`config.mk`:
```
export PLATFORM = sky130hd
export DESIGN_NAME = psm_queue
export DESIGN_NICKNAME = d
export VERILOG_FILES = /design/src/psm_pkg.sv /design/src/psm_queue.sv
export SDC_FILE = /design/constraint.sdc
export NUM_CORES = 1
export LEC_CHECK = 0
export ABC_CLOCK_PERIOD_IN_PS = 8100
export BUFFER_PORTS_ARGS = -buffer_cell sky130_fd_sc_hd__buf_4
export CAP_MARGIN = 40
export CORE_ASPECT_RATIO = 0.7
export CORE_MARGIN = 2
export CORE_UTILIZATION = 50
export CTS_CLUSTER_DIAMETER = 200
export DETAILED_ROUTE_END_ITERATION = 8
export HOLD_SLACK_MARGIN = 0.1
export PLACE_DENSITY = 0.81
export SYNTH_ARGS = -nofsm -noshare
export SYNTH_HDL_FRONTEND = slang
export SYNTH_SLANG_ARGS = --single-unit
export TNS_END_PERCENT = 30
```
`constraint.sdc`:
```
create_clock -name clk_i -period 8.1 [get_ports clk_i]
set_input_delay 1.215 -clock clk_i [delete_from_list [all_inputs] [get_ports clk_i]]
set_output_delay 1.215 -clock clk_i [all_outputs]
set_load 0.03 [all_outputs]
```
`src/psm_pkg.sv`:
```
// Package for the planar shadow matrix block: payload structs, register
// codes, widths and reset values. No dependencies.
`default_nettype none

package psm_pkg;

  localparam int CoordWidth = 24;
  localparam int ValueWidth = 48;
  localparam int QueueDepth = 4;
  localparam int AddrWidth  = 4;
  localparam int DataWidth  = 32;
  localparam int CrossWidth = 2 * CoordWidth + 3;

  // register indexes on the configuration port
  localparam logic [1:0] RegLightX = 2'd0;
  localparam logic [1:0] RegLightY = 2'd1;
  localparam logic [1:0] RegLightZ = 2'd2;
  localparam logic [1:0] RegLightW = 2'd3;

  localparam logic [CoordWidth-1:0] LightXyzReset = CoordWidth'(256);
  localparam logic [CoordWidth-1:0] LightWReset   = '0;

  typedef logic signed [CoordWidth-1:0] coord_t;
  typedef logic signed [CrossWidth-1:0] cross_t;
  typedef logic [3:0][CoordWidth-1:0]   light_t;

  typedef struct packed {
    coord_t point0_x;
    coord_t point0_y;
    coord_t point0_z;
    coord_t point1_x;
    coord_t point1_y;
    coord_t point1_z;
    coord_t point2_x;
    coord_t point2_y;
    coord_t point2_z;
  } psm_in_t;

  typedef struct packed {
    logic [1:0]                   row_index;
    logic signed [ValueWidth-1:0] col0_value;
    logic signed [ValueWidth-1:0] col1_value;
    logic signed [ValueWidth-1:0] col2_value;
    logic signed [ValueWidth-1:0] col3_value;
    logic                         degenerate;
    logic                         last_row;
  } psm_out_t;

  // one request (cross product and point 2) waiting for the back engine
  typedef struct packed {
    cross_t cross_x;
    cross_t cross_y;
    cross_t cross_z;
    coord_t p2_x;
    coord_t p2_y;
    coord_t p2_z;
  } psm_entry_t;

  typedef struct packed {
    logic empty;
    logic full;
  } psm_qstat_t;

endpackage

`default_nettype wire

```
`src/psm_queue.sv`:
```
// Request queue between front end and back engine. Uses psm_pkg.
`default_nettype none

module psm_queue #(
  parameter int Depth = psm_pkg::QueueDepth
) (
  input  wire                  clk_i,
  input  wire                  rst_ni,
  input  wire                  push_i,
  input  psm_pkg::psm_entry_t  entry_i,
  input  wire                  pop_i,
  output psm_pkg::psm_entry_t  entry_o,
  output psm_pkg::psm_qstat_t  stat_o
);
  import psm_pkg::*;

  localparam int PTR_W = $clog2(Depth);
  localparam int CNT_W = $clog2(Depth + 1);

  psm_entry_t       mem_q [Depth];
  logic [PTR_W-1:0] wr_ptr_q, rd_ptr_q;
  logic [CNT_W-1:0] cnt_q;

  // store the entry at the write pointer
  always_ff @(posedge clk_i) begin
    if (push_i) begin
      mem_q[wr_ptr_q] <= entry_i;
    end
  end

  // advance pointers and fill count
  always_ff @(posedge clk_i or negedge rst_ni) begin
    if (!rst_ni) begin
      wr_ptr_q <= '0;
      rd_ptr_q <= '0;
      cnt_q    <= '0;
    end else begin
      if (push_i) begin
        wr_ptr_q <= (wr_ptr_q == PTR_W'(Depth - 1)) ? '0 : wr_ptr_q + 1'b1;
      end
      if (pop_i) begin
        rd_ptr_q <= (rd_ptr_q == PTR_W'(Depth - 1)) ? '0 : rd_ptr_q + 1'b1;
      end
      if (push_i && !pop_i) begin
        cnt_q <= cnt_q + 1'b1;
      end else if (!push_i && pop_i) begin
        cnt_q <= cnt_q - 1'b1;
      end
    end
  end

  assign entry_o      = mem_q[rd_ptr_q];
  assign stat_o.empty = (cnt_q == '0);
  assign stat_o.full  = (cnt_q == CNT_W'(Depth));

endmodule

`default_nettype wire

```
======== Word level (Yosys, flattened, before mapping) ========
Memory sizes are Yosys's and may differ from the RTL's.
Index checks and enable logic that the tools add are counted.
W data, S select, Z words.
operators by class
  $add $sub $neg .......................... 4
  $mul .................................... 0
  divide/modulo/power cells ............... 0
  order comparisons ....................... 0
  equal/unequal tests ..................... 3
  shift operators ......................... 0
  muxes and demuxes ....................... 6
  bitwise gates (word level) .............. 0
  reductions and logical operators ........ 6
operators by type and width
  cell                   count
  $mux W3                2
  $add A2 B1 Y2 const B  2
  $eq A2 B2 Y1 const B   2
  $mux W2                2
  $add A3 B1 Y3 const B  1
  $eq A3 B3 Y1 const B   1
  $logic_not A3 Y1       1
  $sub A3 B1 Y3 const B  1
  $logic_and A1 B1 Y1    2
  $logic_not A1 Y1       2
  $mux W1                2
  $reduce_bool A2 Y1     1
storage, ports and cells
  flip-flop bits (word level) ............. 7
  bits in latches ......................... 0
  RAM bits ................................ 900
  bits in read-only memories .............. 0
  input bits .............................. 229
  output and inout bits ................... 227
  word-level logic and storage cells ...... 23
  memories kept ........................... 1
memories
  name   words  bits a word  read ports  clocked after memory_dff  wr ports  RTL line         source
  mem_q  4      225          1           0                         1         psm_queue.sv:20  psm_entry_t mem_q [Depth];

======== Logic depth before layout (Yosys ltp) ========
Gate-level depths: netlist (run 1).
  word-level depth ........................ 4
  depth in mapped cells ................... 7
  depth with buffers taken out ............ 7

======== Least setup slack after synthesis (run 1) ========
OpenSTA, ideal clock, no wires.
  path kind ............................... input to register
  from .................................... input push_i
  to ...................................... memory mem_q[0][0] in the netlist's numbering (enable)
  setup time .............................. 613 ps
  arrival time ............................ 6310 ps
  required time ........................... 7487 ps
  setup slack ............................. 1177 ps
  stages on the path ...................... 1
  buffers on the path ..................... 0
  cells stage by stage .................... and2_1
on the way
  word-level cells in the longest chain between the ends .. 2
RTL lines
  what                           RTL line         source
  start: declaration             psm_queue.sv:9   input wire push_i,
  $mux W1                        psm_queue.sv:26  if (push_i) begin
  $mux W1 (not written as such)  psm_queue.sv:27  mem_q[wr_ptr_q] <= entry_i;
  end: declaration               psm_queue.sv:20
No other way between the ends.

==> results_dict.tcl, run 1 <==
set metrics [dict create \
    grt_overflow_total 0 \
    critical_path_peak_fanout 110 \
    antenna_found_initial 4 \
    cts-root-buf "clkbuf_16" \
    r2r_slack_ns 5.16 \
    grt_pass1_wl_um 95770 \
    avgSynthCellArea_um2 27.06 \
    grt_max_degree 118 \
    crit_path_start_kind "flip-flop" \
    clockBufferDepth 3 \
    placed_cell_area_um2 37360 \
    drc 0 \
    wirelength_um 64620 \
    ys_seq_area_frac 0.8293 \
    vdd_drop_max_uv 305.2 \
    drive_gt1_frac 0.4604 \
    cts_hold_buf 0 \
    vias_per_cell 5.497 \
    clock_latency_ns 0.63 \
    outcome "finished, final reports clean" \
    boundaryPins 456 \
    place_ws_ns 4.502 \
    cts_tree "built" \
    max_freq_mhz 238.6 \
    start_util 0.5062 \
    final_max_slew_viol_count 0 \
    setup_viol 0 \
    whs_ns 0.3916 \
    ys_seq_elements 907 \
    pwr_density_cell_nw_per_um2 385.5 \
    hp-class "in2async" \
    tns_ns 0 \
    slew_headroom 0.3006 \
    cts.sink_count 907 \
    p_leak_nw 13.49 \
    setup.worst_path.end_class "output port" \
    port_buffers 455 \
    max_cap_violations 0 \
    yosys_warnings 0 \
    grtUsageTotal 0.1913 \
    crit_required_ns 6.88 \
    routedWlPerCell_um 24.27 \
    die_h_um 218.3 \
    syn_nets 1448 \
    die-width_um 310.1 \
    cts_made_buffers 83 \
    criticalPathCategory "reg2out" \
    ant_nets 0 \
    post-cts-setup-buffers 0 \
    rows 78 \
    yosysUniqueCellTypes 19 \
    grt_pass1_vias 15440 \
    final_nets 1956 \
    syn_to_final_growth_pct 21.82 \
    hold_viol_final 0 \
    drtIter0Drc 1254 \
    skew_ns 0.03295 \
    syn-cell-area_um2 32800 \
    synth_cells 1212 \
    worstMarginPinSlew_ns 1.049 \
    clk_pin_slew_ns 0.06 \
    cts_resized 0 \
    dieArea_um2 67700 \
    fin_crit_ns 4.192 \
    finalCritPeriodShare 0.5175 \
    place.gp.congestion 0.7628 \
    design_area_um2 39960 \
    power.total_mw 15.41 \
    grt_setup_unrepaired "no" \
    cts_max_level 3 \
    setup_slack_ns 3.908 \
    core_area_um2 64800 \
    dr_total_vias 14630 \
    dr.pass1.iters 5 \
    place_hpwl_um 38810 \
    worst-endpoint-arrival_ns 2.98 \
]
==> cell families after synthesis <==
logic type,count (synthesis),synth area share
xor+xnor,3,0.0008012
mux,228,0.1555
fa+ha+maj,7,0.002899
compound gates,2,0.0003052
simple gates,11,0.001716
flops,907,0.8293
buf+inv,54,0.009498
==> through the flow <==
stage / utilization / instances
floorplan: - / 1212
global placement: 0.5744 / 2510
detailed placement: 0.5766 / 2515
CTS: 0.6166 / 2661
global route: 0.6166 / 2661
finish: 0.6166 / 2662
==> final cells by class <==
type,count,area (um^2)
Multi-Input combinational cell,251,5299
Tap cell,880,1101
Inverter,4,15.01
Sequential cell,907,27210
Clock buffer,106,2237
Fill cell,4331,24840
Clock inverter,40,357.8
Antenna cell,1,2.502
Timing Repair Buffer,473,3739
==> state kept, by name, summed over array words and instances (netlist names) <==
signal,cells
mem_q,900
cnt_q,3
rd_ptr_q,2
wr_ptr_q,2
==> synthesized netlist by cell type, drive strengths merged <==
library cell | instances | area, um^2
edfxtp | 900 | 27030
mux4 | 225 | 5067
buf | 50 | 296.5
dfrtp | 7 | 175.2
ha | 6 | 75.07
and2 | 4 | 25.02
inv | 4 | 15.01
mux2 | 3 | 33.78
nor2 | 3 | 11.26
nand2 | 2 | 7.510
o21ai | 2 | 10.01
xor2 | 2 | 17.52
fa | 1 | 20.02
nor3 | 1 | 5.000
nor3b | 1 | 7.510
xnor2 | 1 | 8.760
==> critical path, cell delays in order, from the launching register on <==
cell     delay [ns]
dfrtp_4        0.60
buf_12         0.59
mux4_2         0.67
buf_4          0.20
==> metal layers <==
layer	GRT usage	wire, um	vias up
li1	-	-	6295
met1	0.2471	24800	7713
met2	0.3149	32820	544
met3	0.06682	5918	78
met4	0.04525	1054	4
met5	0	28	-
==> report_power, final <==
part | switching, mW | leakage (nW) | internal [mW]
Clock | 1.62 | 1.27 | 2.12
Combinational | 3.23 | 3.88 | 2.19
Sequential | 0.241 | 8.35 | 6.01
==> cells in the final DEF, fill, tap and decap left out, types with 2 or more instances in the layout <==
cell,n
nand2_1,2
clkinvlp_4,2
clkinv_8,3
edfxtp_1,900
nor2_1,3
ha_1,6
inv_1,4
buf_12,7
clkbuf_16,86
clkbuf_1,19
mux4_2,225
clkinv_2,13
inv_6,2
buf_16,5
mux2_2,3
buf_4,461
dfrtp_1,5
o21ai_0,2
bufinv_16,5
clkinv_1,14
xor2_1,2
and2_4,4
dfrtp_4,2
==> final timing paths <==
| check | endpoint | from | cells past startpoint |
|---|---|---|---|
| worst min register to register | cnt_q[2] | cnt_q[2] | 1 |
| max in group asynchronous | rd_ptr_q[1] | rst_ni | 1 |
| worst max-delay path | entry_o[53] | rd_ptr_q[0] | 3 |
| worst max register to register | mem_q[0][96] | wr_ptr_q[0] | 5 |
| worst min-delay path | wr_ptr_q[0] | rst_ni | 1 |
| min in group clk_i | cnt_q[2] | cnt_q[2] | 1 |
Power figures use the tool's default switching activity.
==> inputs of run 2 (changes only) <==
--- a/config.mk
+++ b/config.mk
@@ -5,7 +5,8 @@
 export SDC_FILE = /design/constraint.sdc
 export NUM_CORES = 1
 export LEC_CHECK = 0
-export ABC_CLOCK_PERIOD_IN_PS = 8100
+export ABC_AREA = 1
+export ABC_CLOCK_PERIOD_IN_PS = 3800
 export BUFFER_PORTS_ARGS = -buffer_cell sky130_fd_sc_hd__buf_4
 export CAP_MARGIN = 40
 export CORE_ASPECT_RATIO = 0.7
@@ -14,7 +15,7 @@
 export CTS_CLUSTER_DIAMETER = 200
 export DETAILED_ROUTE_END_ITERATION = 8
 export HOLD_SLACK_MARGIN = 0.1
-export PLACE_DENSITY = 0.81
+export PLACE_DENSITY = 0.83
 export SYNTH_ARGS = -nofsm -noshare
 export SYNTH_HDL_FRONTEND = slang
 export SYNTH_SLANG_ARGS = --single-unit
==> constraint.sdc (replaced) <==
create_clock -name clk_i -period 3.8 [get_ports clk_i]
set_input_delay 0.57 -clock clk_i [delete_from_list [all_inputs] [get_ports clk_i]]
set_output_delay 0.57 -clock clk_i [all_outputs]
set_load 0.03 [all_outputs]
==> run 2 against run 1 <==
  * Combinational power rose by 150%
  * Final area is 9.6% higher
  * Register-to-register slack worse by 3.5 ns
  * Cell count increased by 58%
  * Sequential power grew 110%
  * Critical path depth rose by 3
  * Synthesized cell count is 120% higher
  * First-iteration DRC count rose by 52%
  * Non-clock buffer count up 79
  * Wire length is 20% higher
  * Worst setup slack worse by 3.5 ns
  * Worst hold slack worse by 0.24 ns
  * Critical endpoint is now entry_o[187]
  * Largest cell class unchanged
  * Largest power group is now combinational logic
  * Highest routed layer unchanged
==> results_dict.tcl, run 2 <==
set metrics [dict create \
    grt_pass1_wl_um 119400 \
    cp.depth 6 \
    yosys-top-cells-count "edfxtp_1 (900), nand2_1 (690), inv_1 (461), o211ai_1 (412), buf_6 (100)" \
    crit_buf_inv 3 \
    pwr_density_cell_nw_per_um2 798.9 \
    hold_viol_final 0 \
    cts-root-buf "clkbuf_16" \
    grt_max_degree 170 \
    crit_slowest_cell "dfrtp_1" \
    grt_pass1_vias 21840 \
    boundaryPins 456 \
    mostFrequentLayoutCell "edfxtp_1" \
    start_util 0.5024 \
    die-width_um 327.7 \
    yosys_warnings 0 \
    place_hpwl_um 45740 \
    syn_to_final_growth_pct 19.39 \
    rows 83 \
    port_buffers 455 \
    critical-path-max-stage-delay_ns 0.51 \
    clockBufferDepth 3 \
    cpLargestDelayFamily "buffers and inverters" \
    vias_per_cell 5.177 \
    synth_edf_count 900 \
    largest_reg_flops 900 \
    min_path_cells 1 \
    place_inst 3999 \
    fin_crit_ns 3.350 \
    cts_max_level 3 \
    postSynth.asyncResetShare 0.007718 \
    reg_top3 "mem_q x900, cnt_q x3" \
    ys_seq_area_frac 0.7416 \
    final_max_slew_viol_count 0 \
    criticalPathCategory "reg2out" \
    post-cts-setup-buffers 0 \
    synth_top_area_cell "edfxtp_1" \
    power.total_mw 34.99 \
    grtUsageTotal 0.2034 \
    syn_nets 2912 \
    skew_ns 0.02434 \
    cts_resized 0 \
    max_flop_register "mem_q" \
    ys.flop_type "edfxtp_1" \
    cts_made_buffers 84 \
    wirelength_um 77530 \
    dr_total_vias 21790 \
    cts_hold_buf 58 \
    p_leak_nw 17.51 \
    avgSynthCellArea_um2 13.71 \
    grt_overflow_total 0 \
    synth_top_cell_area_share 0.7368 \
    reg2reg_depth 5 \
    synthTopCellsByArea "edfxtp_1 (74%), o211ai_1 (8.4%), nand2_1 (7.1%)" \
    yosysUniqueCellTypes 22 \
    worstMarginPinSlew_ns 0.9400 \
    final_cell_count_no_fill 4209 \
    clock_latency_ns 0.63 \
    finalCritPeriodShare 0.8815 \
    die_h_um 230.6 \
    grt_setup_unrepaired "no" \
    routedWlPerCell_um 18.42 \
    setup.worst_path.end_class "output port" \
    worst-endpoint-arrival_ns 2.78 \
    vdd_drop_max_uv 655.6 \
    drc 0 \
    drive_gt1_frac 0.2043 \
    ys_seq_elements 907 \
    dr.pass1.iters 5 \
    cts_tree "built" \
    max_freq_mhz 298.5 \
    synth_cells 2676 \
    syn-cell-area_um2 36680 \
    hp-class "in2reg" \
    antenna_found_initial 10 \
    crit_required_ns 3.23 \
    outcome "finished, final reports clean" \
    cts.sink_count 907 \
    dieArea_um2 75580 \
    max_cap_violations 0 \
    drtIter0Drc 1908 \
    synth.most_common_cell "edfxtp_1" \
    core_area_um2 73010 \
    mostFrequentLayoutCells "edfxtp_1 (900), nand2_1 (686), buf_4 (469)" \
    crit_path_start_kind "flip-flop" \
    slew_headroom 0.3733 \
    ant_nets 0 \
    setup_viol 0 \
    clk_pin_slew_ns 0.06 \
    critical_path_peak_fanout 169 \
    place.gp.congestion 0.7840 \
    path_cells "inv_16, buf_4, nand2_1, o211ai_1, nand2_1, buf_4" \
    final_nets 3402 \
]
==> run 2: cell types whose count changed after synthesis, moves of 3 or more <==
cell / change
clkbuf_1: +8
buf_1: -7
o211ai_1: +412
mux4_2: -225
mux2_2: -3
and2_1: -4
inv_1: +457
buf_2: -8
nand2_1: +688
o211ai_2: +38
buf_4: +7
buf_6: +96
==> run 2: kinds of logic after synthesis <==
group / synth area share
DFF: 0.7416
and+or+nand+nor: 0.07140
buffers and inverters: 0.08634
AOI/OAI and AO/OA: 0.09783
adders and majority gates: 0.002592
xor gates and xnor gates: 0.0002388
==> run 2: path summary, 6_finish.rpt <==
kind	startpoint	slack (ns)	to
worst max-delay path	rd_ptr_q[0]	0.45	entry_o[187]
worst min-delay path	entry_i[200]	0.15	mem_q[1][200]
worst max register to register	wr_ptr_q[0]	1.68	mem_q[2][133]
worst min register to register	cnt_q[2]	0.51	cnt_q[2]
max in group asynchronous	rst_ni	3.28	cnt_q[1]
min in group asynchronous	rst_ni	0.36	rd_ptr_q[1]
==> run 2: routing by layer <==
layer / part of all wire / track usage / vias up
li1: - / - / 10390
met1: 0.40 / 0.2609 / 10540
met2: 0.49 / 0.3363 / 689
met3: 0.073 / 0.05035 / 166
met4: 0.035 / 0.07712 / 6
met5: 0.00046 / 0 / -
==> run 2: worst register-to-register path: stages, from the launching register on <==
cell	delay, ns
dfrtp_1	0.41
inv_2	0.07
ha_2	0.18
nand2_2	0.07
clkinvlp_4	0.59
buf_12	0.46
==> run 2: layout make-up <==
class | count | area [um^2]
clock inverter | 43 | 422.9
multi-input combinational | 1158 | 6331
clock buffer | 103 | 2216
sequential | 907 | 27200
tap | 977 | 1222
inverter | 463 | 1777
antenna | 6 | 15.01
fill | 5294 | 29220
timing repair buffer | 552 | 4602
==> run 2: metrics by stage <==
stage	utilization	hold slack, ns	area (um^2)	setup TNS (ns)	setup WS [ns]
detailed placement	0.5555	0.4095	40560	0	1.092
global route	0.5997	0.1038	43780	0	0.2683
finish	0.5998	0.1520	43790	0	0.4501
floorplan	-	0.2744	36710	-554.84	-0.6235
global placement	0.5555	0.4119	40560	0	1.108
CTS	0.5996	0.1001	43780	0	0.3936
==> run 2: where the power goes <==
part           internal, mW  switching (mW)  leakage, nW
Sequential             12.8           0.476         8.35
Combinational          4.24            9.29         7.87
Clock                  4.68            3.49         1.29
Total                  21.7            13.3         17.5
